**src/hw/rtl/wft_ram.sv**
```systemverilog
module wft_ram #(
  parameter int WIDTH = 8,
  parameter int DEPTH = 16
) (
  input  logic                     clk,
  input  logic                     we,
  input  logic [$clog2(DEPTH)-1:0] waddr,
  input  logic [WIDTH-1:0]         wdata,
  input  logic [$clog2(DEPTH)-1:0] raddr,
  output logic [WIDTH-1:0]         rdata
);

  logic [WIDTH-1:0] mem [DEPTH];

  always_ff @(posedge clk) begin
    if (we) begin
      mem[waddr] <= wdata;
    end
    rdata <= mem[raddr];
  end

endmodule

```
**config.mk**
```make
export PLATFORM = sky130hd
export DESIGN_NAME = wft_ram
export DESIGN_NICKNAME = d
export VERILOG_FILES = /design/src/hw/rtl/wft_ram.sv
export SDC_FILE = /design/constraint.sdc
export NUM_CORES = 1
export LEC_CHECK = 0
export ABC_CLOCK_PERIOD_IN_PS = 2800
export BUFFER_PORTS_ARGS = -buffer_cell sky130_fd_sc_hd__buf_2
export CAP_MARGIN = 10
export CORE_MARGIN = 3
export CORE_UTILIZATION = 45
export CTS_BUF_LIST = sky130_fd_sc_hd__clkbuf_8
export CTS_CLUSTER_DIAMETER = 40
export DETAILED_ROUTE_END_ITERATION = 7
export PLACE_DENSITY_LB_ADDON = 0.12
export SYNTH_ARGS = -nofsm -noshare
export SYNTH_HDL_FRONTEND = slang
export SYNTH_SLANG_ARGS = --single-unit
```
**constraint.sdc**
```tcl
create_clock -name clk -period 2.8 [get_ports clk]
set_input_delay 0.56 -clock clk [delete_from_list [all_inputs] [get_ports clk]]
set_output_delay 0.56 -clock clk [all_outputs]
set_load 0.01 [all_outputs]
```
---- Yosys cells after proc, flatten, opt, wreduce, memory -nomap -nowiden ----
Memory sizes are Yosys's and may differ from the RTL's. A register that Yosys moved wholly into a read port is not among the register bits.
Index checks and enable logic that the tools add are counted.
storage, ports and cells
  bits in registers ....................... 0
  bits in writable memories ............... 128
  bits of input ports ..................... 18
  output and inout bits ................... 8
  word-level logic and storage cells ...... 3
  memories ................................ 1
operators by class
  multiplexer cells ....................... 2
memories
  memory  words  width  read ports  clocked after memory_dff  write ports  RTL line  RTL
  mem     16     8      1           1                         1            13        logic [WIDTH-1:0] mem [DEPTH];
operator list
  kind     number
  $mux W1  2

---- Longest topological paths before layout ----
Gate-level depths: netlist of the first run.
  depth in word-level cells ............... 2
  gate-level depth with buffers ........... 5
  gate-level depth less buffers ........... 3

---- Worst setup path before layout of the first run ----
No wires, ideal clock.
  path kind ............................... input-to-reg
  from .................................... in waddr[2]
  to ...................................... mem mem[0][0] (enable)
  library setup time ...................... 0.383 ns
  arrival time ............................ 1.670 ns
  data required time ...................... 2.417 ns
  path slack .............................. 0.747 ns
  stages on the path ...................... 2
  cell sequence ........................... or3b_2 nor3_1
RTL lines
  item             RTL line  RTL
  start, declared  7         input logic [$clog2(DEPTH)-1:0] waddr,
  end, declared    13
Straight into the memory's write port.

==> impl_metrics.json, run 1 <==
{
  "vdd_drop_max_mv": 0.2573,
  "die_h_um": 113.0,
  "drt-pass1-iter-count": 4,
  "synth_area_sq_mm": 0.005147,
  "clockBufferDepth": 2,
  "post_cts_buffers": 0,
  "endpoint_kind": "register",
  "power.total_mw": 4.034,
  "h-tree-depth": 4,
  "antenna_left": 0,
  "status": "finished, final reports clean",
  "max-slew-margin-rel": 0.6858,
  "path_clk_slew_ns": 0.08,
  "die_w_um": 113.0,
  "insertion_delay_ns": 0.44,
  "synth_compound_area_frac": 0.02333,
  "grt_usage": 0.1750,
  "worstMarginPinSlew_ns": 0.4713,
  "arrival_ns": 1.90,
  "vias_per_cell": 5.564,
  "critPathRequiredTime_ns": 3.12,
  "fin_util": 0.5357,
  "fin_crit_ns": 1.574,
  "grt_overflow": 0,
  "synth_seq_cells": 136,
  "ys_types": 19,
  "synth_adder_area_share": 0,
  "syn_inst": 229,
  "gp_congestion": 0.7927,
  "cts_root_buf": "clkbuf_8",
  "drc": 0,
  "leakagePower_nw": 2.010,
  "synth_top_family_by_area": "multiplexers",
  "drive_above_1_share": 0.3108,
  "path_cells": "buf_2 > buf_4 > mux4_1 > a22oi_1 > nand2_1",
  "placed_area_sq_mm": 0.005524,
  "fin_worst_skew_ns": 0.01295,
  "reg2reg_depth": 3,
  "p_per_area_mw_per_mm2": 682.6,
  "hold_depth": 1,
  "grt_max_degree": 33,
  "max_freq_mhz": 635.2,
  "synth_fp_nets": 247,
  "slew_viol_final": 0,
  "timing.final.crit_share": 0.5623,
  "hold_path.class": "input port to register",
  "via_count": 2426,
  "drt_wl_total_um": 10290,
  "die-area_sq_mm": 0.01276,
  "yosys_warnings": 0,
  "max_stage_delay_ns": 0.36,
  "port_buffers": 25,
  "synth_top_area_cell": "edfxtp_1",
  "synth_seq_area_share": 0.7778,
  "synthMuxAreaShare": 0.1502,
  "synth_area_leaders": "edfxtp_1 (75%), mux4_2 (7.9%), mux4_1 (7.1%), dfxtp_1 (3.1%), a22oi_1 (2.3%)",
  "post-route-cell-area_sq_mm": 0.005909,
  "synth_xor_area_frac": 0,
  "std_cell_rows": 38,
  "rsz0062_at_grt": "false",
  "fin_nets": 301,
  "antenna_found_initial": 0,
  "dp_hpwl_um": 6308,
  "synthToLayoutAreaGrowth_pct": 14.80,
  "numCtsBuffers": 17,
  "tns_ns": 0,
  "grt_pass1_vias": 2485,
  "cts_hold_buf": 0,
  "cts_resized": 0,
  "synth_top_area_frac": 0.7467,
  "cp_max_fo": 17,
  "finalSetupViolations": 0,
  "coreArea_sq_mm": 0.01103,
  "hold_viol": 0,
  "cts_tree": "built",
  "grt_pass1_wl_um": 15460,
  "avgSynthCellArea_sq_um": 22.48,
  "numClockSinks": 136,
  "cp-start-kind": "input port",
  "antenna_cells": 0,
  "worstSetupPathType": "input port to register",
  "num_io_pins": 26,
  "maxCapViolations": 0,
  "start_util": 0.4667,
  "drtIter0Drc": 161,
  "wl_per_cell_um": 23.60,
  "slowest_stage": "buf_2",
  "synth-simple-area-share": 0.03184,
  "fillers": 886
}
sequential cells by signal (all words and copies together) (netlist names):
name	count
mem	128
rdata	8
through the flow:
stage	setup slack [ns]	hold WS, ns	instances
6_report	1.226	0.4970	436
5_1_grt	1.116	0.4759	436
4_1_cts	1.194	0.4768	436
3_5_place_dp	0.7193	0.6703	404
3_3_place_gp	0.7196	0.6648	404
2_1_floorplan	0.7471	0.6293	229
final timing paths:
check | start | end | slack [ns]
hold / removal | wdata[7] | mem[11][7] | 0.50
hold reg to reg | mem[4][2] | rdata[2] | 0.69
setup reg to reg | mem[0][7] | rdata[7] | 1.44
setup / recovery | raddr[1] | rdata[0] | 1.23
kinds of logic after synthesis:
group | after synthesis
buffers and inverters | 10
multiplexers | 32
AND/OR/NAND/NOR | 35
AO/OA/AOI/OAI | 16
flip-flops | 136
Yosys cell counts:
master / instances
nor2b_1: 1
dfxtp_1: 8
nand3_1: 1
and2_1: 1
buf_6: 3
nand2_1: 9
nor2_1: 13
clkdlybuf4s25_2: 3
buf_4: 1
buf_2: 3
nand2b_1: 2
or3b_2: 1
a22oi_1: 16
nand3b_1: 2
mux4_1: 14
and2b_1: 1
mux4_2: 18
edfxtp_1: 128
nor3_1: 4
power breakdown:
group / switching (mW) / leakage (nW) / internal, mW
sequential: 0.0133 / 1.22 / 2.27
combinational: 0.121 / 0.581 / 0.0906
clock: 0.693 / 0.206 / 0.842
metal layers:
metal,part of all wire,routed length (um),GRT usage
met5,0,0,0
met4,0.018,181,0.07933
met3,0.041,427,0.04171
met2,0.49,5010,0.2666
met1,0.45,4671,0.2425
layout by cell type (no fill, tap or decap):
cell / synthesis / routed
or3b_2: 1 / 1
clkinv_2: 0 / 4
mux4_2: 18 / 18
nor3_1: 4 / 4
edfxtp_1: 128 / 128
nand3_1: 1 / 1
nand3b_1: 2 / 2
a22oi_1: 16 / 16
dfxtp_1: 8 / 8
buf_2: 3 / 25
nand2b_1: 2 / 2
nand2_1: 9 / 9
clkbuf_8: 0 / 20
clkinv_1: 0 / 1
buf_12: 0 / 1
mux4_1: 14 / 14
and2_1: 1 / 1
buf_4: 1 / 19
and2b_1: 1 / 1
clkinvlp_4: 0 / 2
nor2_1: 13 / 13
nor2b_1: 1 / 1
bufinv_16: 0 / 2
inv_1: 0 / 3
area by class of cell:
| cell class | count | area (sq um) | area share |
|---|---|---|---|
| clock buffer | 20 | 275.3 | 0.04658 |
| sequential | 136 | 4004 | 0.6775 |
| clock inverter | 12 | 110.1 | 0.01863 |
| tap | 140 | 175.2 | 0.02964 |
| timing repair buffer | 45 | 287.8 | 0.04870 |
| multi-input combinational | 83 | 1057 | 0.1789 |
critical path: cells and delay by family:
| kind | cells | cell delay (ns) |
|---|---|---|
| muxes | 1 | 0.32 |
| buffers and inverters | 2 | 0.69 |
| and+or+nand+nor | 1 | 0.07 |
| AOI/OAI and AO/OA | 1 | 0.24 |
Power figures use the tool's default switching activity.
==> run 2: changes to the inputs <==
Settings changed: ABC_CLOCK_PERIOD_IN_PS 2800 to 1610.
Clock period 2.8 ns to 1.61 ns, I/O delays scaled along.
==> impl_metrics.json, run 2 (synthesis gave the netlist of run 1 again) <==
{
  "status": "finished, final reports clean",
  "top_regs": "mem: 128 flops, rdata: 8 flops",
  "num_io_pins": 26,
  "antenna_left": 0,
  "antenna_cells": 0,
  "insertion_delay_ns": 0.43,
  "path_delay_family": "multiplexers",
  "start_util": 0.4667,
  "dpl.cell_count": 419,
  "place_ws_ns": -0.2013,
  "wl_per_cell_um": 22.43,
  "clockBufferDepth": 2,
  "fin_util": 0.5554,
  "die_w_um": 113.0,
  "drive_above_1_share": 0.3505,
  "worst-r2r-setup-slack_ns": 0.21,
  "post_cts_buffers": 0,
  "cts_root_buf": "clkbuf_8",
  "p_per_area_mw_per_mm2": 1195,
  "worstSetupPathType": "register to register",
  "rsz0062_at_grt": "false",
  "arrival_ns": 1.71,
  "grt_pass1_vias": 2505,
  "instances_no_fill": 451,
  "antenna_found_initial": 0,
  "grt_usage": 0.1738,
  "die_h_um": 113.0,
  "dp_hpwl_um": 6592,
  "coreArea_sq_mm": 0.01103,
  "critPathRequiredTime_ns": 1.92,
  "max-slew-margin-rel": 0.4198,
  "synthToLayoutAreaGrowth_pct": 19.01,
  "worstMarginPinSlew_ns": 0.8671,
  "via_count": 2453,
  "finalSetupViolations": 0,
  "cts_hold_buf": 0,
  "fin_worst_skew_ns": 0.01187,
  "slowest_stage": "mux4_1",
  "min_from": "wdata[5]",
  "numCtsBuffers": 17,
  "post-route-cell-area_sq_mm": 0.006126,
  "layout_commonest_cell": "edfxtp_1",
  "std_cell_rows": 38,
  "hold_viol": 0,
  "fin_nets": 316,
  "drt_wl_total_um": 10110,
  "drc": 0,
  "grt_max_degree": 21,
  "max_freq_mhz": 714.4,
  "drtIter0Drc": 147,
  "numClockSinks": 136,
  "maxCapViolations": 0,
  "worstHoldEndpoint": "mem[6][5]",
  "hold_path.class": "input port to register",
  "drt-pass1-iter-count": 4,
  "max_stage_delay_ns": 0.51,
  "path_cells": "mux4_1 > a22oi_1 > nand2_1",
  "endpoint_kind": "register",
  "leakagePower_nw": 2.124,
  "layout_common_cells": "edfxtp_1 (128), buf_4 (29), buf_2 (25), mux4_2 (18), clkbuf_8 (17)",
  "h-tree-depth": 4,
  "cp_max_fo": 1,
  "reg2reg_depth": 3,
  "critPathBufInv": 0,
  "gp_congestion": 0.7026,
  "hold_depth": 1,
  "cts_resized": 0,
  "path_clk_slew_ns": 0.08,
  "slew_viol_final": 0,
  "cp-start-kind": "register",
  "largest_reg_flops": 128,
  "vias_per_cell": 5.439,
  "power.total_mw": 7.320,
  "port_buffers": 25,
  "crit-reg2reg-capture": "rdata[1]",
  "vdd_drop_max_mv": 0.5395,
  "max_flop_register": "mem",
  "fin_crit_ns": 1.400,
  "fin_ws_ns": 0.2103,
  "placed_area_sq_mm": 0.005704,
  "r2r_start": "mem[9][1]",
  "grt_pass1_wl_um": 15580,
  "timing.final.crit_share": 0.8694,
  "cts_tree": "built",
  "grt_overflow": 0,
  "die-area_sq_mm": 0.01276
}
run 2: power breakdown:
part / internal (mW) / leakage [nW] / switching (mW) / total, mW
clock: 1.67 / 0.220 / 1.26 / 2.93
combinational: 0.190 / 0.680 / 0.225 / 0.416
sequential: 3.95 / 1.22 / 0.0203 / 3.97
total: 5.81 / 2.12 / 1.51 / 7.32
run 2: how the worst max path moves through the flow:
stage | start | endpoint | slack [ns] | cells after the start
final | mem[9][1] | rdata[1] | 0.21 | 3
after global routing | mem[2][0] | rdata[0] | 0.16 | 3
after CTS | mem[1][0] | rdata[0] | 0.21 | 3
after detailed placement | raddr[0] | rdata[3] | -0.20 | 6
after global placement | raddr[0] | rdata[3] | -0.20 | 6
after floorplan | waddr[2] | mem[3][0] | 0.02 | 2
run 2: metal layers:
| layer | part of all wire | up-vias | track usage |
|---|---|---|---|
| li1 | - | 1109 | - |
| met1 | 0.43 | 1257 | 0.2410 |
| met2 | 0.50 | 85 | 0.2678 |
| met3 | 0.063 | 2 | 0.04920 |
| met4 | 0.0040 | 0 | 0.06010 |
| met5 | 0 | - | 0 |
run 2: cell type report:
cell class | instances | area (sq um)
clock buffers | 17 | 234.0
clock inverters | 15 | 187.7
fillers | 870 | 4905
multi-input cells | 83 | 1062
flip-flops and latches | 136 | 4004
well taps | 140 | 175.2
repair buffers | 60 | 462.9
run 2: metrics by stage:
| step | hold WS, ns | TNS (ns) |
|---|---|---|
| floorplan | 0.4209 | 0 |
| global placement | 0.6528 | -1.450 |
| detailed placement | 0.6609 | -1.672 |
| CTS | 0.2496 | 0 |
| global route | 0.2537 | 0 |
| finish | 0.2735 | 0 |
